===== src/sv/krt_ram.sv =====
`timescale 1ns / 1ps
// ----------------------------------------------------------------------------
// krt_ram
// Generic simple dual-port RAM: one write port, one registered read port.
// ----------------------------------------------------------------------------
module krt_ram #(
  parameter int WIDTH = 8,
  parameter int DEPTH = 16
) (
  input  logic                     clk,
  input  logic                     we,
  input  logic [$clog2(DEPTH)-1:0] waddr,
  input  logic [WIDTH-1:0]         wdata,
  input  logic                     re,
  input  logic [$clog2(DEPTH)-1:0] raddr,
  output logic [WIDTH-1:0]         rdata
);

  logic [WIDTH-1:0] mem [DEPTH];

  always_ff @(posedge clk) begin
    if (we) begin
      mem[waddr] <= wdata;
    end
    if (re) begin
      rdata <= mem[raddr];
    end
  end

endmodule


===== config.mk =====
export PLATFORM = sky130hd
export DESIGN_NAME = krt_ram
export DESIGN_NICKNAME = d
export VERILOG_FILES = /design/src/sv/krt_ram.sv
export SDC_FILE = /design/constraint.sdc
export NUM_CORES = 1
export LEC_CHECK = 0
export BUFFER_PORTS_ARGS = -buffer_cell sky130_fd_sc_hd__clkbuf_2
export CORE_MARGIN = 1.5
export CORE_UTILIZATION = 50
export CTS_CLUSTER_DIAMETER = 120
export DETAILED_ROUTE_END_ITERATION = 7
export PLACE_DENSITY = 0.71
export SLEW_MARGIN = 20
export SYNTH_ARGS = -nofsm -noshare
export SYNTH_HDL_FRONTEND = slang
export SYNTH_SLANG_ARGS = --single-unit

===== constraint.sdc =====
create_clock -name clk -period 2 [get_ports clk]
set_clock_uncertainty 0.15 [all_clocks]
set_input_delay 0.3 -clock clk [delete_from_list [all_inputs] [get_ports clk]]
set_output_delay 0.3 -clock clk [all_outputs]
set_load 0.05 [all_outputs]

==> After elaboration in Yosys (flattened, before gate mapping) <==
Memory sizes are Yosys's and may differ from the RTL's. A register that Yosys moved wholly into a read port is not among the register bits.
Cells that the tools add are included.
{ "classes": {"addsub": 0, "multipliers": 0, "div_mod_pow": 0, "magnitude_cmp": 0, "n_eq_ne": 0, "shift": 0, "muxes": 2, "n_bitwise": 0, "reduce_logical": 0} }
{ "ops": {"columns": ["cell", "count"], "rows": [
  ["two-way mux 1 bit", 2]
]} }
{ "totals": {"register_bits": 0, "latch_bits": 0, "mem_bits_rw": 128, "rom_bits": 0, "out_inout_bits": 8, "word_cells": 3, "memories": 1} }
{ "memory_table": {"columns": ["memory", "depth", "word_bits", "read_ports", "rd_clocked_by_memory_dff", "wr", "line_no", "text"], "rows": [
  ["mem", 16, 8, 1, 1, 1, "19", "logic [WIDTH-1:0] mem [DEPTH];"]
]} }

==> Longest topological paths before layout <==
Gate-level depths: netlist of run 1.
{ "depth": {"word_depth": 2, "depth_mapped": 5} }

==> Worst setup path after synthesis of run 1 <==
OpenSTA, ideal clock, no wires.
{ "synth_path": {"kind": "input port to flip-flop", "startpoint": "input port waddr[2]", "endpoint": "memory mem[0][0] (enable)", "setup_time_ps": 383, "t_arrival_ps": 1410, "required_time_ps": 1467, "path_slack_ps": 57, "path_stages": 2, "path_buffers": 0, "path_cell_list": "or3b_2 nor3_1"} }
{ "synth_lines": {"columns": ["item", "line_no", "text"], "rows": [
  ["from (decl)", "12", "input logic [$clog2(DEPTH)-1:0] waddr,"],
  ["to (decl)", "19", null]
]} }
Straight into the memory's write port.

==> reports/summary.md, run 1 <==
The clock net in this run drives a total of 136 sinks. The post-synthesis cell type with the largest combined area was sky130_fd_sc_hd__edfxtp_1. The sequential element share of the synthesized area was 0.781. The tools report the starting density of the core as 0.511. Final number of max-transition violations: 0. The top cell type's share of synthesized area came out at 0.781. The final-layout setup total negative slack was 0 ps. The number of antenna diodes in the final layout is 0. Number of setup violations in the final report: 0. TritonCTS built the clock tree. Averaged over all synthesized cells, the footprint is 22.8 um2. Subtracting the final worst setup slack from the clock period gives 1680 ps. Setup repair after global routing left no endpoint under its margin. Routability-driven placement finished with a final weighted congestion of 0.738. The tools report the sequential group share of total power as 0.506. The first-iteration detailed-routing DRC count came out at 176. For the cell leakage power, the log shows 2.09 nW. Counting distinct cell types in the post-synthesis netlist gives 18.

Summing every instance area after synthesis gives 0.00523 mm2. The mean number of vias per cell works out to 5.72. By area the synthesized netlist is led by sky130_fd_sc_hd__edfxtp_1, sky130_fd_sc_hd__mux4_2, sky130_fd_sc_hd__mux4_1. For the post-place instance area, the log shows 0.00565 mm2.

The worst setup path is captured at a flop. The floorplan step defined a die boundary enclosing 0.0111 mm2. The final routed DRC violation total was 0. The transition time of the tightest slew-check pin came out at 429 ps. Upper clock frequency limit: 597 MHz. In this run, synthesis produced a sequential element count of 136.

The quantity of gates resized following cts was 0; the final instance count without filler cells was 436. The total area inside the core boundary comes to 0.0102 mm2. The proportion of layout cells with a drive suffix above 1 was 0.323. The critical path goes through mux4_1, a22oi_1, nand2_1.

The run gives 0 as the number of failing hold endpoints at the final stage. The internal power of the cells totals 4.99 mW. The floorplan step set the die width to 105 um.

After legalization and detailed placement, the total HPWL measured 6190 um. The first-pass GRT wire length is 15200 um, and the total overflow reported by the global router is 0. Power spread over the standard cell area amounts to 1030 mW/mm2. The later pin in the worst-skew pair is clocked with a latency of 510 ps. Data on the critical path arrives at its endpoint at 1780 ps. The delay of the slowest cell on the worst path is 530 ps, and the required time at the endpoint of the critical path is 2100 ps. The final critical-path share of the clock period came out at 0.838.

The flow ran to the end, and the final reports show no timing, DRC or antenna violations. The number of antenna violations at the first check in global routing is 0. On the critical path the largest part of the delay comes from multiplexers. The design draws 6.38 mW. The run gives 703 as the number of filler cells placed in the layout. After the last flow step, the layout net total stands at 306. After routing the design area is 0.00619 mm2.

The library cell contributing the largest single delay on the critical path is sky130_fd_sc_hd__mux4_1. The worst-case IR drop observed on VDD is 0.521 mV. The final routed wire length divided by cell count is 22.7 um. The worst hold-check path type is input port to flop. Max-cap violations in this run came to 0.

For the H-tree depth reported by CTS, the log shows 4. For this run, the number of Yosys warnings is 0. After clock tree synthesis, the clock-pin slew on the worst setup and hold paths is 60 ps. The first TritonRoute pass finished after 5 iterations. The run gives 2547 as the via count of the first global-routing pass. The run gives 9880 um as the final routed wirelength across all metal layers. Entering global routing, the biggest net connects 33 pins.

The async set-reset flop share out of synthesis works out to 0. Synthesis produced 229 cells. Clock network power share: 0.440. In this run the deepest clock path goes through 2 buffers.

The proportion of power drawn by combinational gates is 0.054, and the buffer and inverter count on the worst path is 0. For the final core area utilization, the log shows 0.605. The switching portion of total power was 0.218. Highest net fanout along the worst path: 1.

In this run the clock root is driven by a sky130_fd_sc_hd__clkbuf_8. In the synthesized netlist the dominant register cell turns out to be sky130_fd_sc_hd__edfxtp_1. Measured along the y axis, the die boundary spans 105 um. The number of nets in the synthesized netlist is 248. The number of CTS-inserted buffers is 17. The classification of the worst setup path was flop to flop.

The tools report the worst slew margin relative to its limit as 0.714. In this run the register-to-register setup slack is 320 ps. The dominant cell by count in the synthesized netlist is sky130_fd_sc_hd__edfxtp_1.

The worst setup path is launched from a flop. The routed layout has 2495 vias. The run gives 0.197 as the global-route total usage across every layer. In this run the core area contains 37 standard-cell rows. The tools report the number of top-level design ports as 27. For this design, the CTS-stage hold fixing added 0 buffers. In this run, synthesis inferred 136 flip-flops with an integrated enable. After detailed placement, the design holds a cell count of 404. The count of nets left with antenna violations after detail routing was 0; the relative area change from synthesis to final layout was 18.5%. Number of buffers inserted by port buffering: 26. The number of setup buffers added after CTS is 0.

The net switching power of the design came out at 1.39 mW. After synthesis, the most frequently instantiated cells are sky130_fd_sc_hd__edfxtp_1, sky130_fd_sc_hd__mux4_2, sky130_fd_sc_hd__a22oi_1, sky130_fd_sc_hd__mux4_1, sky130_fd_sc_hd__nor2_1.
[cell families (layout without fill, tap and decap cells)]
family / Yosys count / count (layout) / share of synthesized area
flops: 136 / 136 / 0.781
buf+inv: 10 / 81 / 0.0165
compound gates: 16 / 16 / 0.0230
mux: 32 / 32 / 0.148
simple gates: 35 / 35 / 0.0314
[power by group through the flow]
stage | combinational (mW) | clock, mW | sequential (mW)
3_5_place_dp | 0.348 | 0 | 3.29
5_1_grt | 0.371 | 2.96 | 3.23
4_1_cts | 0.351 | 2.85 | 3.23
6_report | 0.347 | 2.81 | 3.23
3_3_place_gp | 0.340 | 0 | 3.29
2_1_floorplan | 0.162 | 0 | 3.33
[layer usage]
layer / up-vias / GRT usage / share of wire
met5: - / 0 / 0
met3: 6 / 0.0575 / 0.065
met4: 0 / 0.0587 / 0.0076
met2: 99 / 0.301 / 0.50
li1: 1100 / - / -
met1: 1290 / 0.278 / 0.43
[stage by stage]
| step | hold slack [ps] | worst slack [ps] |
|---|---|---|
| 6_report | 59.8 | 324 |
| 3_3_place_gp | 551 | -72.0 |
| 5_1_grt | 44.8 | 266 |
| 2_1_floorplan | 249 | 57.1 |
| 3_5_place_dp | 580 | -80.7 |
| 4_1_cts | 40.1 | 309 |
[cells in the final DEF, fill, tap and decap left out, drive strengths merged]
cell type,Yosys,final
nor2b,1,1
a22oi,16,16
bufinv,0,1
and2b,1,1
buf,7,23
and2,1,1
nand3,1,1
inv,0,3
mux4,32,32
nand2,9,9
nand2b,2,2
clkinv,0,3
edfxtp,136,136
nor2,13,13
clkbuf,0,44
clkinvlp,0,7
nand3b,2,2
or3b,1,1
nor3,4,4
[final timing paths]
check | startpoint | to | cells after the start
max | mem[5][0] | rdata[0] | 3
min | re | rdata[7] | 1
max reg2reg | mem[5][0] | rdata[0] | 3
min reg2reg | mem[15][5] | rdata[5] | 3
[registers in the layout (all words and copies together), names as in the netlist]
| name | flops |
|---|---|
| mem | 128 |
| rdata | 8 |
[cell type report]
type,count,area (um2),share of cell area
sequential,136,4080,0.659
clock buffer,18,418,0.0675
clock inverter,14,125,0.0202
tap,136,170,0.0275
timing repair buffer,49,340,0.0549
multi-input combinational,83,1060,0.171
Power figures use the tool's default switching activity.
==> run 2, diff against run 1 <==
--- a/config.mk
+++ b/config.mk
@@ -5,6 +5,7 @@
 export SDC_FILE = /design/constraint.sdc
 export NUM_CORES = 1
 export LEC_CHECK = 0
+export ABC_AREA = 1
 export BUFFER_PORTS_ARGS = -buffer_cell sky130_fd_sc_hd__clkbuf_2
 export CORE_MARGIN = 1.5
 export CORE_UTILIZATION = 50
==> constraint.sdc (replaced) <==
create_clock -name clk -period 1.5 [get_ports clk]
set_clock_uncertainty 0.15 [all_clocks]
set_input_delay 0.225 -clock clk [delete_from_list [all_inputs] [get_ports clk]]
set_output_delay 0.225 -clock clk [all_outputs]
set_load 0.05 [all_outputs]
==> run 2 against run 1 <==
  * Clock power grew 53%
  * Cell area rose by 11%
  * Clock-buffer cell count shrank 1
  * Critical path type is now flop to primary output
  * Critical endpoint is now rdata[1]
==> reports/summary.md, run 2 <==
The highest net fanout along the worst path works out to 1 (unchanged). Number of detailed-route iterations in the first pass: 5 (unchanged). The count of cells along the worst register-to-register path came out at 6 (was 3).

For the H-tree depth reported by CTS, the log shows 4 (unchanged). The leading cell type in the layout, fill and taps excluded is sky130_fd_sc_hd__nand2_1 (was sky130_fd_sc_hd__edfxtp_1). The logs give 435 (was 176) for the first-iteration detailed-routing DRC count and 933 (was 703) for the number of filler cells placed in the layout. The clock insertion delay at the later pin of the skew report is 410 ps (was 510 ps), and the clock transition time at the flip-flop clock pins of the worst setup and hold paths is 60 ps (about the same). Commonest cells after routing, fill and taps aside: sky130_fd_sc_hd__nand2_1, sky130_fd_sc_hd__edfxtp_1, sky130_fd_sc_hd__inv_1 (was sky130_fd_sc_hd__edfxtp_1, sky130_fd_sc_hd__clkbuf_2, sky130_fd_sc_hd__buf_4). Critical path startpoint category: a flop (unchanged). Relative area change from synthesis to final layout: 17.6% (was 18.5%).

Start point of the critical path: rdata[1] (was mem[5][0]). Maximum number of pins on one net before global-route repair: 33 (unchanged). Number of flip-flops under the largest register name: 128 (unchanged). The number of buffers inserted by port buffering was 26 (unchanged); the proportion of layout cells with a drive suffix above 1 was 0.136 (was 0.323).

The number of antenna violations at the first check in global routing is 0 (unchanged). The top cell type's share of synthesized area came out at 0.698 (was 0.781). The number of failing hold endpoints at the final stage is 0 (unchanged). TritonCTS built the clock tree. The logs give 13600 um (was 9880 um) for the final routed wirelength across all metal layers and 21500 um (was 15200 um) for the first-pass GRT wire length. The final routed wire length divided by cell count works out to 18.0 um (was 22.7 um). The quantity of gates resized following cts came out at 0 (unchanged). The tools report the number of standard-cell rows in the floorplan as 39 (was 37).

The final critical-path share of the clock period came out at 0.978. Amount of wire on met2 after detailed routing: 6840 um (was 4910 um). The total stage count of the critical path was 1 (was 3). The post-layout net count is 618 (was 306). Largest registers ranked by flip-flop count: mem (128), rdata (8) (unchanged). The flow ran to the end, and the final reports show no timing, DRC or antenna violations. Family with the most delay on the worst path: flip-flops (was multiplexers). The tools report the number of setup buffers added after CTS as 0 (unchanged). The library cell contributing the largest single delay on the critical path was sky130_fd_sc_hd__edfxtp_1 (was sky130_fd_sc_hd__mux4_1). The tools report the reg-to-reg critical path endpoint as rdata[2] (was rdata[0]).

Cell-by-cell listing of the critical path: clkbuf_2 (was mux4_1, a22oi_1, nand2_1). Reg-to-reg critical path startpoint: mem[9][2] (was mem[5][0]). The number of top-level design ports is 27 (unchanged).

Hold-fix buffer count after cts: 0 (unchanged). The estimated wirelength of the detail-placed design was 8430 um (was 6190 um); the number of placed instances with taps included was 723 (was 404). The run gives 1120 um (was 645 um) as the sum of met3 wire segment lengths after detailed routing. The classification of the worst setup path was flop to primary output (was flop to flop). The antenna diode count is 0 (unchanged).

Dominant cell by count in the synthesized netlist: sky130_fd_sc_hd__nand2_1 (was sky130_fd_sc_hd__edfxtp_1). The transition time of the tightest slew-check pin works out to 632 ps (was 429 ps). For the number of standard cells after synthesis, the log shows 551 (was 229). Top layer reached by signal wires: met4 (unchanged). The async set-reset flop share out of synthesis was 0 (unchanged); the die outline width was 111 um (was 105 um).

For the final core area utilization, the log shows 0.602 (was 0.605). The run gives 180 ps (was 320 ps) as the reg2reg setup slack. The prevailing post-synth register cell was sky130_fd_sc_hd__edfxtp_1 (unchanged). The starting density of the core came out at 0.512 (was 0.511). The run gives 2 (unchanged) as the number of buffers on the longest clock path.

Mean number of vias per cell: 5.33 (was 5.72). The count of nets left with antenna violations after detail routing is 0 (unchanged), and the die outline height is 111 um (was 105 um). The tools report the cell area after synthesis as 0.00585 mm2 (was 0.00523 mm2). The register containing the most flip-flops in the final layout is mem (unchanged). The clock root buffer was sky130_fd_sc_hd__clkbuf_16 (was sky130_fd_sc_hd__clkbuf_8). The cell leakage power was 3.00 nW (was 2.09 nW). The data arrival time of the worst path came out at 1090 ps (was 1780 ps). The buffer and inverter count on the worst path is 1 (was 0), and the number of distinct library cells after synthesis is 11 (was 18). The run gives 681 MHz as the upper clock frequency limit.

The via count of the first global-routing pass is 4060 (was 2547), and the average cell area after synthesis is 10.6 um2 (was 22.8 um2). The global-route total usage across every layer is 0.232 (was 0.197), and the final period demand of the worst path is 1470 ps. The number of CTS-inserted buffers is 17 (unchanged), and the routed length on met1 is 5430 um (was 4240 um).

Biggest area contributors in the synthesized netlist: sky130_fd_sc_hd__edfxtp_1, sky130_fd_sc_hd__nand2_1, sky130_fd_sc_hd__nand3_1 (was sky130_fd_sc_hd__edfxtp_1, sky130_fd_sc_hd__mux4_2, sky130_fd_sc_hd__mux4_1). The count of flip-flops with a built-in enable after synthesis works out to 136 (unchanged). The final routed DRC violation total is 0 (unchanged).

Capturing instance or port of the critical path: rdata[1] (was rdata[0]). The required time at the endpoint of the critical path was 1120 ps (was 2100 ps). The logs give 570 (was 248) for the synthesized net count and 0.896 (was 0.738) for the final weighted congestion of routability-driven global placement.

The total clock sinks came out at 136 (unchanged). The via total after detailed routing was 4019 (was 2495); the area of the die was 0.0124 mm2 (was 0.0111 mm2). The post-synthesis cell type with the largest combined area was sky130_fd_sc_hd__edfxtp_1 (unchanged). The sequential element share of the synthesized area was 0.698 (was 0.781); the total overflow reported by the global router was 0 (unchanged). The power density over the cells was 1340 mW/mm2 (was 1030 mW/mm2); the number of setup violations in the final report was 0 (unchanged).

For the worst slew margin relative to its limit, the log shows 0.578 (was 0.714). Synth top cells by count: sky130_fd_sc_hd__nand2_1, sky130_fd_sc_hd__edfxtp_1, sky130_fd_sc_hd__inv_1, sky130_fd_sc_hd__nand3_1, sky130_fd_sc_hd__nor2_1 (was sky130_fd_sc_hd__edfxtp_1, sky130_fd_sc_hd__mux4_2, sky130_fd_sc_hd__a22oi_1, sky130_fd_sc_hd__mux4_1, sky130_fd_sc_hd__nor2_1). Number of warning messages in the yosys log: 0 (unchanged).

Worst hold-check path type: input port to flop (unchanged). The placeable core region was 0.0114 mm2 (was 0.0102 mm2). The element type at the critical path end was a primary output (was a flop). Flip-flop and latch count after synthesis: 136 (unchanged).

The delay of the slowest cell on the worst path was 420 ps (was 530 ps); the largest vdd supply drop was 0.766 mV (was 0.521 mV). Setup repair after global routing left no endpoint under its margin. For the number of maximum-capacitance constraint violations, the log shows 0 (unchanged). The final number of max-transition violations was 0 (unchanged); the final instance count without filler cells was 754 (was 436).
## run 2: cell types whose count changed after synthesis, sizes merged, moves of 2 or more
cell,delta
buf,+17
clkdlybuf4s25,-3
inv,+102
a22oi,-16
nand2b,-2
nor2,+4
nand2,+164
nand3,+96
mux4,-32
nor3,-4
## run 2: report_power, final
group | switching (mW) | internal, mW | leakage, nW | total, mW
logic | 0.436 | 0.175 | 1.47 | 0.611
clock network | 1.53 | 2.76 | 0.299 | 4.29
registers | 0.0256 | 4.28 | 1.24 | 4.31
## run 2: per-layer routing
layer,vias up,global-route usage
li1,1876,-
met1,1935,0.305
met2,191,0.387
met3,17,0.0503
met4,0,0.0768
met5,-,0
## run 2: kinds of logic after synthesis
| family | share of synthesized area |
|---|---|
| buffers and inverters | 0.0939 |
| and+or+nand+nor | 0.208 |
| DFF | 0.698 |
## run 2: worst min path at each step
stage / start / endpoint / slack (ps) / depth (start not counted)
floorplan: wdata[0] / mem[0][0] / 170 / 0
global route: re / rdata[5] / 60 / 1
detailed placement: re / rdata[7] / 470 / 1
global placement: re / rdata[5] / 490 / 1
finish: re / rdata[5] / 70 / 1
CTS: re / rdata[5] / 50 / 1
## run 2: layout make-up
| class | instances | area [um2] | area share |
|---|---|---|---|
| Inverter | 102 | 383 | 0.0557 |
| Multi-Input combinational cell | 289 | 1210 | 0.177 |
| Clock inverter | 14 | 181 | 0.0264 |
| Sequential cell | 136 | 4080 | 0.594 |
| Clock buffer | 17 | 425 | 0.0619 |
| Tap cell | 143 | 179 | 0.0260 |
| Timing Repair Buffer | 53 | 408 | 0.0593 |
## run 2: metrics by stage
| step | hold WS (ps) | power, mW | worst slack (ps) | cell area [um2] | TNS, ps |
|---|---|---|---|---|---|
| after floorplan | 174 | 4.74 | 174 | 5850 | 0 |
| final | 73.4 | 9.21 | 32.3 | 6870 | 0 |
| after global placement | 493 | 4.97 | -76.1 | 6270 | -404 |
| after CTS | 46.2 | 9.25 | 32.7 | 6870 | 0 |
| after detailed placement | 471 | 4.99 | -105 | 6270 | -599 |
| after global routing | 56.1 | 9.48 | 24.9 | 6870 | 0 |
