### src/sv/krt_pkg.sv
`timescale 1ns / 1ps
// ----------------------------------------------------------------------------
// krt_pkg
// Shared types, codes and helpers for the keyed record table.
// ----------------------------------------------------------------------------
package krt_pkg;

  localparam int SLOTS      = 128;
  localparam int ADDR_W     = $clog2(SLOTS);
  localparam int SLOT_W     = 7;
  localparam int KEY_BYTES  = 19;
  localparam int KEY_W      = 8 * KEY_BYTES;
  localparam int VALUE_W    = 72;

  typedef enum logic [1:0] {
    REQ_INSERT = 2'd0,
    REQ_LOOKUP = 2'd1,
    REQ_DELETE = 2'd2
  } req_kind_t;

  typedef enum logic [2:0] {
    OUT_INSERTED  = 3'd0,
    OUT_FULL      = 3'd1,
    OUT_FOUND     = 3'd2,
    OUT_NOT_FOUND = 3'd3,
    OUT_DELETED   = 3'd4
  } outcome_t;

  typedef struct packed {
    logic [7:0]  value_hi;
    logic [63:0] value_lo;
    logic [23:0] second_c;
    logic [63:0] second_b;
    logic [63:0] second_a;
    logic [23:0] first_c;
    logic [63:0] first_b;
    logic [63:0] first_a;
  } record_t;

  localparam int REC_W = $bits(record_t);

  typedef struct packed {
    logic [1:0] kind;
    record_t    rec;
  } request_t;

  typedef struct packed {
    logic        done;
    outcome_t    outcome;
    logic [SLOT_W-1:0] slot;
    logic [63:0] found_lo;
    logic [7:0]  found_hi;
  } result_t;

  // Zero every byte after the first zero byte; byte 0 sits in bits 7:0.
  function automatic logic [KEY_W-1:0] trim_str(input logic [KEY_W-1:0] s);
    logic             ended;
    logic [KEY_W-1:0] r;
    ended = 1'b0;
    r     = s;
    for (int i = 0; i < KEY_BYTES; i++) begin
      if (ended) begin
        r[8*i +: 8] = 8'd0;
      end else if (s[8*i +: 8] == 8'd0) begin
        ended = 1'b1;
      end
    end
    return r;
  endfunction

endpackage

### src/sv/krt_scan.sv
`timescale 1ns / 1ps
// ----------------------------------------------------------------------------
// krt_scan
// Scan sequencer: walks the table one slot per cycle, matches, writes back.
// ----------------------------------------------------------------------------
module krt_scan (
  input  logic                     clk,
  input  logic                     rst,
  input  logic                     go,
  input  krt_pkg::request_t        req,
  output logic                     busy,
  output logic                     ram_we,
  output logic [krt_pkg::ADDR_W-1:0] ram_waddr,
  output logic                     ram_re,
  output logic [krt_pkg::ADDR_W-1:0] ram_raddr,
  input  logic [krt_pkg::REC_W-1:0]  ram_rdata,
  output krt_pkg::result_t         res
);
  import krt_pkg::*;

  typedef enum logic {
    S_IDLE,
    S_SCAN
  } state_t;

  localparam logic [ADDR_W-1:0] LAST = ADDR_W'(SLOTS - 1);

  state_t            state;
  logic [ADDR_W-1:0] rd_addr;
  logic [ADDR_W-1:0] cmp_addr;
  logic              cmp_vld;
  logic              valid_q;
  logic [SLOTS-1:0]  valid;

  record_t ent;
  logic    first_zero;
  logic    keys_eq;
  logic    hit;
  logic    finish;

  // Slots never written since reset read as all zero.
  always_comb begin
    ent        = valid_q ? record_t'(ram_rdata) : '0;
    first_zero = (ent.first_a == 64'd0) && (ent.first_b == 64'd0) &&
                 (ent.first_c == 24'd0);
    keys_eq    = (ent.first_a == req.rec.first_a) &&
                 (ent.first_b == req.rec.first_b) &&
                 (ent.first_c == req.rec.first_c) &&
                 (ent.second_a == req.rec.second_a) &&
                 (ent.second_b == req.rec.second_b) &&
                 (ent.second_c == req.rec.second_c);
    case (req.kind)
      REQ_INSERT: hit = first_zero;
      REQ_LOOKUP, REQ_DELETE: hit = keys_eq;
      default:    hit = 1'b0;
    endcase
    finish = (state == S_SCAN) && cmp_vld && (hit || (cmp_addr == LAST));
  end

  assign busy      = (state != S_IDLE);
  assign ram_re    = (state == S_SCAN);
  assign ram_raddr = rd_addr;
  assign ram_we    = finish && hit && (req.kind == REQ_INSERT);
  assign ram_waddr = cmp_addr;

  always_ff @(posedge clk) begin
    if (rst) begin
      state    <= S_IDLE;
      cmp_vld  <= 1'b0;
      valid    <= '0;
      res.done <= 1'b0;
    end else begin
      res.done <= finish;
      unique case (state)
        S_IDLE: begin
          if (go) begin
            state   <= S_SCAN;
            rd_addr <= '0;
            cmp_vld <= 1'b0;
          end
        end
        S_SCAN: begin
          cmp_addr <= rd_addr;
          cmp_vld  <= 1'b1;
          valid_q  <= valid[rd_addr];
          // hold at the last slot so the read never runs past the table
          if (rd_addr != LAST) begin
            rd_addr <= rd_addr + 1'b1;
          end
          if (finish) begin
            state <= S_IDLE;
            if (hit && (req.kind == REQ_INSERT)) begin
              valid[cmp_addr] <= 1'b1;
            end
            if (hit && (req.kind == REQ_DELETE)) begin
              valid[cmp_addr] <= 1'b0;
            end
          end
        end
        default: state <= S_IDLE;
      endcase
      // Result payload.
      if (finish) begin
        res.slot     <= hit ? SLOT_W'(cmp_addr) : '0;
        res.found_lo <= (hit && (req.kind == REQ_LOOKUP)) ? ent.value_lo : 64'd0;
        res.found_hi <= (hit && (req.kind == REQ_LOOKUP)) ? ent.value_hi : 8'd0;
        case (req.kind)
          REQ_INSERT: res.outcome <= hit ? OUT_INSERTED : OUT_FULL;
          REQ_LOOKUP: res.outcome <= hit ? OUT_FOUND : OUT_NOT_FOUND;
          REQ_DELETE: res.outcome <= hit ? OUT_DELETED : OUT_NOT_FOUND;
          default:    res.outcome <= OUT_NOT_FOUND;
        endcase
      end
    end
  end

endmodule

### config.mk
export PLATFORM = sky130hd
export DESIGN_NAME = krt_scan
export DESIGN_NICKNAME = d
export VERILOG_FILES = /design/src/sv/krt_pkg.sv /design/src/sv/krt_scan.sv
export SDC_FILE = /design/constraint.sdc
export NUM_CORES = 1
export LEC_CHECK = 0
export BUFFER_PORTS_ARGS = -buffer_cell sky130_fd_sc_hd__buf_2
export CAP_MARGIN = 20
export CORE_AREA = 2 2 335 337
export CTS_CLUSTER_DIAMETER = 50
export DETAILED_ROUTE_END_ITERATION = 10
export DIE_AREA = 0 0 337 339
export PLACE_DENSITY = 0.35
export SETUP_SLACK_MARGIN = 0.3
export SLEW_MARGIN = 20
export SYNTH_ARGS = -nofsm -noshare
export SYNTH_HDL_FRONTEND = slang
export SYNTH_SLANG_ARGS = --single-unit
export TNS_END_PERCENT = 20
### constraint.sdc
create_clock -name clk -period 18.21 [get_ports clk]
set_clock_uncertainty 0.15 [all_clocks]
set_input_delay 1.821 -clock clk [delete_from_list [all_inputs] [get_ports clk]]
set_output_delay 1.821 -clock clk [all_outputs]
set_load 0.1 [all_outputs]
; ---- Yosys cells after proc, flatten, opt, wreduce, memory -nomap -nowiden
; Index checks and enable logic that the tools add are counted.
[totals]
regBits = 228
in_bits = 757
output_inout_bits = 100
elab_cells = 81
[classes]
n_addsub = 1
n_lt_le_gt_ge = 3
n_eq_ne = 12
mux = 23
bitwise = 5
reduce_logical = 26
[op_table]
columns = operator, n
row1 = 2-to-1 mux 128 bit, 5
row2 = 2-to-1 mux 304 bit, 1
row3 = == test 64 bit, 4
row4 = AND 128 bit, 1
row5 = logical NOT 64 bit, 2
row6 = NOT 128 bit, 1
row7 = OR 128 bit, 1
row8 = == test 24 bit, 2
row9 = logical NOT 24 bit, 1
row10 = < comparator 7 x 8 -> 1 bit (second input constant), 2
row11 = logical AND 1 bit, 15
row12 = 2-to-1 mux 7 bit, 2
row13 = case mux 7 bit (2 select lines), 1
row14 = case mux 3 bit (3 select lines), 1
row15 = AND reduction 2 bit, 4
row16 = adder 7 x 1 -> 7 bit (second input constant), 1
row17 = binary-select mux 1 bit (select 7 bit), 1
row18 = demux 1 bit (select 7 bit), 1
row19 = == test 7 bit (second input constant), 1
row20 = >= comparator 7 x 1 -> 1 bit (second input constant), 1
row21 = 2-to-1 mux 1 bit, 7
row22 = inequality test 7 bit (second input constant), 1
row23 = case mux 1 bit (2 select lines), 3
row24 = 2-to-1 mux 3 bit, 1
row25 = other kinds (9), 10

; ---- Depth between registers and ports, before layout
; Gate-level depths: netlist (run 1).
[logic_depth]
ltp_word = 15
mapped_depth = 15
mapped_depth_nobuf = 10

; ---- Least setup slack after synthesis (run 1)
; OpenSTA, ideal clock, no wires.
[synth_timing]
path_kind = input-to-reg
start = input req[98] in the netlist's numbering
end = register res[0] in the netlist's numbering (enable)
setup_ns = 0.550
arrival_time_ns = 8.240
required_ns = 17.510
slack_ns = 9.271
path_stages = 10
path_buffers = 1
cell_sequence = and4bb_1 > a31oi_1 > a2bb2oi_1 > or4_1 > or3_1 > or4_1 > nor4_2 > buf_2 > o21ai_0 > a21oi_1
[synth_between]
elab_chain_len = 10
[synth_rtl]
columns = item, line
row1 = from (decl), krt_scan.sv:10  ; input krt_pkg::request_t req,
row2 = == test 64 bit, krt_scan.sv:47  ; (ent.first_b == req.rec.first_b) &&
row3 = logical AND 1 bit, krt_scan.sv:46  ; keys_eq = (ent.first_a == req.rec.first_a) &&
row4 = logical AND 1 bit, krt_scan.sv:47
row5 = logical AND 1 bit, krt_scan.sv:48  ; (ent.first_c == req.rec.first_c) &&
row6 = logical AND 1 bit, krt_scan.sv:49  ; (ent.second_a == req.rec.second_a) &&
row7 = logical AND 1 bit, krt_scan.sv:50  ; (ent.second_b == req.rec.second_b) &&
row8 = case mux 1 bit (2 select lines), krt_scan.sv:52  ; case (req.kind)
row9 = logical OR 1 bit, krt_scan.sv:57  ; finish = (state == S_SCAN) && cmp_vld && (hit || (cmp_addr == LAST));
row10 = logical AND 1 bit, krt_scan.sv:57
row11 = AND reduction 2 bit (no line), n/a
row12 = to (decl), krt_scan.sv:17  ; output krt_pkg::result_t res
; Every way passes these cells.
; A chain may end at the register's enable or synchronous reset.

; ---- Worst setup path after layout (run 1)
[layout_timing]
start = input ram_rdata[117] in the netlist's numbering
end = output ram_we
[layout_between]
elab_chain_len = 12
word_cells_on_any_way = 15
cone_classes = 1 x eq/ne / 2 x mux / 12 x reduce/logical
[layout_rtl]
columns = item, line
row1 = from (decl), krt_scan.sv:16  ; input logic [krt_pkg::REC_W-1:0] ram_rdata,
row2 = 2-to-1 mux 304 bit *, krt_scan.sv:43  ; ent = valid_q ? record_t'(ram_rdata) : '0;
row3 = == test 64 bit, krt_scan.sv:47
row4 = logical AND 1 bit, krt_scan.sv:46
row5 = logical AND 1 bit, krt_scan.sv:47
row6 = logical AND 1 bit, krt_scan.sv:48
row7 = logical AND 1 bit, krt_scan.sv:49
row8 = logical AND 1 bit, krt_scan.sv:50
row9 = case mux 1 bit (2 select lines) *, krt_scan.sv:52
row10 = logical OR 1 bit, krt_scan.sv:57
row11 = logical AND 1 bit, krt_scan.sv:57
row12 = logical AND 1 bit * (2 in series), krt_scan.sv:63  ; assign ram_we = finish && hit && (req.kind == REQ_INSERT);
row13 = to (decl), krt_scan.sv:12  ; output logic ram_we,
; Every way passes the cells marked *; elsewhere a longest branch is shown, timed or not.

==> summary.md, run 1 <==
| Metric | Value |
|---|---|
| Status | `complete, no violations` |
| Hold Crit Depth | `2` |
| Synth top area share | `between 10% and 20%` |
| Register area share after synthesis | `between 20 and 30%` |
| Commonest non-fill, non-tap cell in the layout | `buf_2` |
| RSZ-0062 raised after global routing | `false` |
| Core Area | `110000 µm²` |
| Static Leak | `around 11 nW` |
| Worst-margin pin slew | `approximately 1.2 ns` |
| Crit path cell chain | `buf_2 -> nor2b_1 -> a2111oi_0 -> buf_4 -> a41oi_1 -> or4_1 -> nor4_1 -> nand4_1 -> nor4_4 -> buf_4 -> nor2_4 -> buf_4 -> nor3_1 -> buf_2` |
| First-pass GRT wire length | `approximately 200000 µm` |
| Final Cell Area | `around 25000 µm²` |
| CP arrival | `roughly 7 ns` |
| Post-synth EDFFs | `97` |
| Die H | `about 340 µm` |
| Share of cells above drive strength 1 | `between 30% and 40%` |
| TNS Setup | `0 ns` |
| Area grow syn2layout | `36.1%` |
| Crit path capture | `ram_we` |
| Vias in the first global route | `~22000` |
| Synth area leaders | `edfxtp_1, dfxtp_1, inv_1, mux4_2, o211ai_1` |
| # setup viols final | `0` |
| Non-filler instance count after layout | `about 4500` |
| Largest net degree at the start of global routing | `about 200` |
| Via count | `23600` |
| Hold Crit Class | `reg2reg` |
| Port Buf Inserts | `between 700 and 800` |
| Area after DPL | `~24000 µm²` |
| Worst VDD drop | `around 0.058 mV` |
| CTS clock-pin slew for the worst setup and hold paths | `~0.06 ns` |
| Mapped Area | `around 19000 µm²` |
| Mapped Cells | `about 2200` |
| R2R Path Start | `valid_q` |
| Initial core utilization | `between 10% and 20%` |
| Power Total | `~1.6 mW` |
| Post-synth top flop | `dfxtp_1` |
| Period utilization | `approximately half` |
| Max incr delay on CP | `between 1 and 1.5 ns` |
| I/O pin cnt | `between 800 and 900` |
| Rel. slew slack | `about a fifth` |
| Synth Area per Inst | `between 8 and 9 µm²` |
| Cts hold-fix bufs | `0` |
| Initial antenna violation count | `about 120` |
| Postcts setup bufs | `0` |
| Min setup slack post-route | `slightly above 9 ns` |
| DIE AREA | `114000 µm²` |
| Total gr overflow | `0` |
| Syn. warnings | `0` |
| Critical Path Most Common Cell | `buf_4` |
| Setup crit start | `ram_rdata[117]` |
| Startpoint Class | `input port` |
| DR iter-0 viols | `approximately 2800` |
| Routed vias/inst | `between 5 and 6` |
| Placed Cells | `approximately 4400` |
| CP Max Fanout | `75` |
| Yosys top cell by area | `edfxtp_1` |
| R2R Setup Slk | `11.06 ns` |
| Power Dens Cells | `around 63 nW/µm²` |
| Routed Antenna Nets | `0` |
| WP depth | `14` |
| Yosys cell types | `65` |
| Max_cap viols | `0` |
| CTS tree | `done` |
| DR pass1 iterations | `6` |
| Total GRT Usage | `between 20% and 30%` |
| Crit path buffers/inverters | `5` |
| Final slew viol count | `0` |
| Placer Congestion | `1.01` |
| CP delay by family, top | `simple AND/OR/NAND/NOR gates` |
| Number of nets in the layout | `3686` |
| CP endpoint kind | `output pin` |
| Crit Reg-Reg Endpoint | `res[40]` |
| Slowest cell on crit path | `nor4_1` |
| R2R depth | `13` |
| CTS Sinks | `228` |
| Root buffer cell | `clkbuf_16` |
| Post-place setup slack | `between 9 and 10 ns` |
| Mapped Nets | `between 3000 and 4000` |
| Critical path class | `in2out` |
| Bufs on Longest Clock Path | `3` |
| Die width | `around 340 µm` |
| Detailed-route wire length per cell | `about 35 µm` |
| DP HPWL | `approximately 130000 µm` |
| Number of remaining DRC errors | `0` |
| WP data required | `between 15 and 20 ns` |
| Share of synthesized registers carrying an async set or reset | `0%` |
| Max Freq | `roughly 110 MHz` |
| Resized cells post-CTS | `0` |
| Clk Latency, worst-skew pair | `0.54 ns` |
| Post-route minimum period | `around 9 ns` |
| H-tree levels | `2` |
| Most frequent cells in the layout | `buf_2, inv_1, nor2_1, dfxtp_1, o211ai_1` |
| Hold Violations, Final | `0` |
| Clock buffer count from CTS | `37` |
| WL final | `157000 µm` |
| Count of state elements after synthesis | `~230` |
| Core Rows | `between 100 and 150` |
==> cells by family after synthesis <==
kind of cell / share of synthesized area (%)
compound gates: 30.5
simple gates: 21.8
buf+inv: 9.30
flops: 29.6
xor+xnor: 3.32
mux: 5.11
fa+ha+maj: 0.334
==> routing by layer <==
layer	part of all wire (%)	GRT usage [%]	vias up
met4	1.9	4.89	60
met3	12	11.1	251
met2	43	39.0	1347
met1	43	35.1	11800
li1	-	-	10200
met5	0.29	0	-
==> synth_stat cells (13+ instances only) <==
library cell	n
nand4b_1	14
nand2b_1	47
nor2b_1	47
buf_2	30
xnor2_1	54
nor3_1	40
buf_1	15
clkbuf_1	125
dfxtp_1	131
o211ai_1	122
inv_1	277
o2111a_1	63
o2111ai_1	19
o22ai_1	69
o21ai_0	76
xor2_1	17
nand3_1	44
a2111oi_0	13
nor2_1	183
o211a_1	56
nand4_1	28
a2bb2oi_1	31
a31oi_1	39
and3_1	17
a211oi_1	117
nor4_1	92
or4_1	13
mux4_2	42
a221oi_1	20
edfxtp_1	97
nor4bb_1	29
a21oi_1	35
nand2_1	52
a22oi_1	13
nor4b_1	75
==> flip-flops by register name, indices dropped and copies added, names as in the netlist <==
name       flops
res           83
ram_waddr      7
ram_raddr      7
busy           1
valid        128
cmp_vld        1
valid_q        1
==> final cells by class <==
cell class	count	area (µm²)
flip-flops and latches	228	5540
clock inverters	18	173
diodes	48	120
inverters	278	1040
repair buffers	817	4210
multi-input cells	1562	11500
clock buffers	47	1010
fillers	12400	84900
well taps	1488	1860
==> per-stage QoR <==
step	utilization (%)	hold slack [ns]
after global routing	23.0	0.310
after global placement	21.9	0.288
final	23.1	0.298
after CTS	23.0	0.299
after floorplan	-	0.275
after detailed placement	21.9	0.290
==> where the power goes <==
group          internal, mW  switching, mW
combinational         0.119          0.245
clock                 0.425          0.272
sequential            0.533        0.00532
total                  1.08          0.523
==> how the worst min path moves through the flow <==
| stage | startpoint | end | slack, ns |
|---|---|---|---|
| 2_1_floorplan | valid[13] | valid[13] | 0.27 |
| 3_3_place_gp | valid[48] | valid[48] | 0.29 |
| 6_report | valid[110] | valid[110] | 0.30 |
| 5_1_grt | valid[18] | valid[18] | 0.31 |
| 3_5_place_dp | valid[18] | valid[18] | 0.29 |
| 4_1_cts | valid[34] | valid[34] | 0.30 |
==> worst min-delay path, delay by kind of cell, from the launching register on <==
kind / cells / cell delay [ns]
flip-flops: 1 / 0.31
buffers and inverters: 1 / 0.05
AO/OA/AOI/OAI: 1 / 0.05
Power figures use the tool's default switching activity.
==> run 2, diff against run 1 <==
PLACE_DENSITY = 0.36   (was 0.35)
clock period = 7.4 ns   (was 18.21 ns; I/O delays follow)
==> run 2 against run 1 <==
  * Non-clock buffer count is 8 higher
  * Setup slack got worse by 8.1 ns
  * Sequential share of layout area is 0.15 points higher
  * Die area unchanged
  * Clock-buffer cell count down 8
  * Register-to-register slack got worse by 9.7 ns
  * Cell count down 0.22%
  * Hold slack better by 0.0017 ns
  * Largest cell class unchanged
==> summary.md, run 2 (synthesis gave the netlist of run 1 again) <==
| Metric | Value |
|---|---|
| Status | `complete, no violations (unchanged)` |
| Gr busiest metal | `met2 (unchanged)` |
| Max Freq | `158 MHz` |
| DR iter-0 viols | `2757 (was 2811)` |
| Bufs on Longest Clock Path | `3 (unchanged)` |
| Port Buf Inserts | `784 (unchanged)` |
| Routed vias/inst | `5.30 (was 5.27)` |
| Crit Reg-Reg Endpoint | `res[7] (was res[40])` |
| Power Total | `3.65 mW (was 1.60 mW)` |
| Max_cap viols | `0 (unchanged)` |
| Power Dens Cells | `144 nW/µm² (was 62.8 nW/µm²)` |
| Number of nets in the layout | `3687 (was 3686)` |
| Clock buffer count from CTS | `30 (was 37)` |
| Switching share of power | `34.3% (was 32.7%)` |
| Non-filler instance count after layout | `4476 (was 4486)` |
| FILL cells | `12500 (was 12400)` |
| Met2 GRT Util | `38.8% (was 39.0%)` |
| Total gr overflow | `0 (unchanged)` |
| Worst VDD drop | `0.178 mV (was 0.0579 mV)` |
| Startpoint Class | `register (was input port)` |
| Largest net degree at the start of global routing | `149 (was 203)` |
| Detailed-route wire length per cell | `34.8 µm (was 34.9 µm)` |
| Share of total power in combinational logic | `24.4% (was 22.8%)` |
| Int Power | `2.40 mW (was 1.08 mW)` |
| Number of flip-flops in the largest register | `128 (unchanged)` |
| H-tree levels | `1 (was 2)` |
| I/O pin cnt | `857 (unchanged)` |
| Core Rows | `122 (unchanged)` |
| # setup viols final | `0 (unchanged)` |
| Post-route minimum period | `between 6 and 7 ns` |
| Final slew viol count | `0 (unchanged)` |
| Die width | `337 µm (unchanged)` |
| RSZ-0062 raised after global routing | `false (unchanged)` |
| Max incr delay on CP | `0.83 ns (was 1.02 ns)` |
| CTS Sinks | `228 (unchanged)` |
| Root buffer cell | `clkbuf_16 (unchanged)` |
| Initial core utilization | `17.0% (unchanged)` |
| CP arrival | `5.42 ns (was 7.03 ns)` |
| CTS clock-pin slew for the worst setup and hold paths | `0.06 ns (about the same)` |
| Core Area | `110000 µm² (unchanged)` |
| CTS tree | `done (unchanged)` |
| R2R Path Start | `valid_q (unchanged)` |
| Worst hold start | `valid[36] (was valid[110])` |
| Routed Antenna Nets | `0 (unchanged)` |
| CP Max Fanout | `9 (was 75)` |
| Vias in the first global route | `22000 (about the same)` |
| DP HPWL | `130000 µm (about the same)` |
| Worst Hold Margin | `0.299 ns (was 0.298 ns)` |
| Clk Latency, worst-skew pair | `0.60 ns (was 0.54 ns)` |
| Via count | `23700 (was 23600)` |
| Hold Crit Class | `reg2reg (unchanged)` |
| Hold Violations, Final | `0 (unchanged)` |
| Resized cells post-CTS | `0 (unchanged)` |
| Share of cells above drive strength 1 | `31.6% (was 31.5%)` |
| Slowest cell on crit path | `edfxtp_1 (was nor4_1)` |
| Met1 usage in global routing | `34.8% (was 35.1%)` |
| Cts hold-fix bufs | `0 (unchanged)` |
| Critical path class | `reg2out (was in2out)` |
| Hold Crit Depth | `2 (unchanged)` |
| Static Leak | `10.7 nW (about the same)` |
| WP data required | `6.51 ns (was 16.24 ns)` |
| Total GRT Usage | `26.0% (was 26.2%)` |
| Die H | `339 µm (unchanged)` |
| Number of remaining DRC errors | `0 (unchanged)` |
| Seq pwr share | `36.4% (was 33.7%)` |
| Crit path cell chain | `buf_4 -> nand2_1 -> a22o_1 -> a2111oi_0 -> nand4_1 -> nor4_1 -> nand4_1 -> nor4_4 -> nor2_4 -> nor3_1 -> buf_2 (was buf_2 -> nor2b_1 -> a2111oi_0 -> buf_4 -> a41oi_1 -> or4_1 -> nor4_1 -> nand4_1 -> nor4_4 -> buf_4 -> nor2_4 -> buf_4 -> nor3_1 -> buf_2)` |
| WL final | `156000 µm (was 157000 µm)` |
| Commonest non-fill, non-tap cell in the layout | `buf_2 (unchanged)` |
| NetSw | `1.25 mW (was 0.523 mW)` |
| Largest registers | `valid (128), res (83) (unchanged)` |
| Postcts setup bufs | `0 (unchanged)` |
| Critical Path Most Common Cell | `nand4_1 (was buf_4)` |
| Area grow syn2layout | `35.1% (was 36.1%)` |
| Most frequent cells in the layout | `buf_2, inv_1, nor2_1, dfxtp_1, o211ai_1 (unchanged)` |
| R2R Setup Slk | `1.32 ns (was 11.06 ns)` |
| Initial antenna violation count | `125 (was 115)` |
| TNS Setup | `0 ns (unchanged)` |
| Worst-margin pin slew | `1.16 ns (was 1.18 ns)` |
| Placed Cells | `4380 (was 4373)` |
| Placer Congestion | `1.05 (was 1.01)` |
| Worst Hold Endpoint | `valid[36] (was valid[110])` |
| DIE AREA | `114000 µm² (unchanged)` |
| First-pass GRT wire length | `203000 µm (was 204000 µm)` |
| Period utilization | `85.3%` |
| CP endpoint kind | `output pin (unchanged)` |
| Rel. slew slack | `20.7% (was 19.3%)` |
| Clk network pwr share | `39.2% (was 43.6%)` |
| Top reg by flops | `valid (unchanged)` |
| DR pass1 iterations | `9 (was 6)` |
| GRT met3 Usage | `11.3% (was 11.1%)` |
| R2R depth | `11 (was 13)` |
==> run 2: changes by cell type in the layout (fill, tap and decap cells not counted), moves of 2 or more <==
cell / delta
bufinv_16: -2
buf_12: +3
buf_4: +5
clkinv_1: -4
diode_2: -6
clkinv_2: +2
clkbuf_16: -8
==> run 2: worst max path at each step <==
stage,slack (ns),start,end,cells after the start
finish,1.09,valid_q,ram_we,11
global route,0.91,valid_q,ram_we,11
CTS,0.97,valid_q,ram_we,10
detailed placement,1.04,ram_rdata[117],res[59],12
global placement,1.02,ram_rdata[117],res[62],12
floorplan,1.17,req[98],ram_we,11
==> run 2: cell type report <==
cell class	instances	area, µm²	share of cell area (%)
antenna	42	105	0.415
multi-input combinational	1562	11500	45.5
inverter	278	1040	4.12
clock inverter	14	124	0.490
sequential	228	5540	21.9
tap	1488	1860	7.36
clock buffer	39	825	3.26
timing repair buffer	825	4280	16.9
==> run 2: power groups by stage <==
stage	registers [mW]	clock network (mW)	logic [mW]
4_1_cts	1.33	1.47	0.858
3_5_place_dp	1.36	0	0.854
3_3_place_gp	1.36	0	0.855
6_report	1.33	1.43	0.889
5_1_grt	1.33	1.52	0.914
2_1_floorplan	1.38	0	0.295
==> run 2: per-layer routing <==
metal,wire [µm],part of all wire [%]
met1,66800,43
met2,66000,42
met3,19500,13
met4,3140,2.0
met5,491,0.31
==> run 2: stage by stage <==
stage	util, %	setup WS (ns)	cell area [µm²]
final	22.9	1.09	25300
after detailed placement	22.0	1.04	24200
after global placement	22.0	1.02	24200
after floorplan	-	1.17	18700
after global routing	22.9	0.909	25300
after CTS	22.8	0.974	25200
==> run 2: worst max-delay path: cells and delay by family (launching register included) <==
family | cells | cell delay, ns
compound gates | 2 | 1.08
flops | 1 | 0.83
simple gates | 7 | 2.09
buf+inv | 2 | 0.78
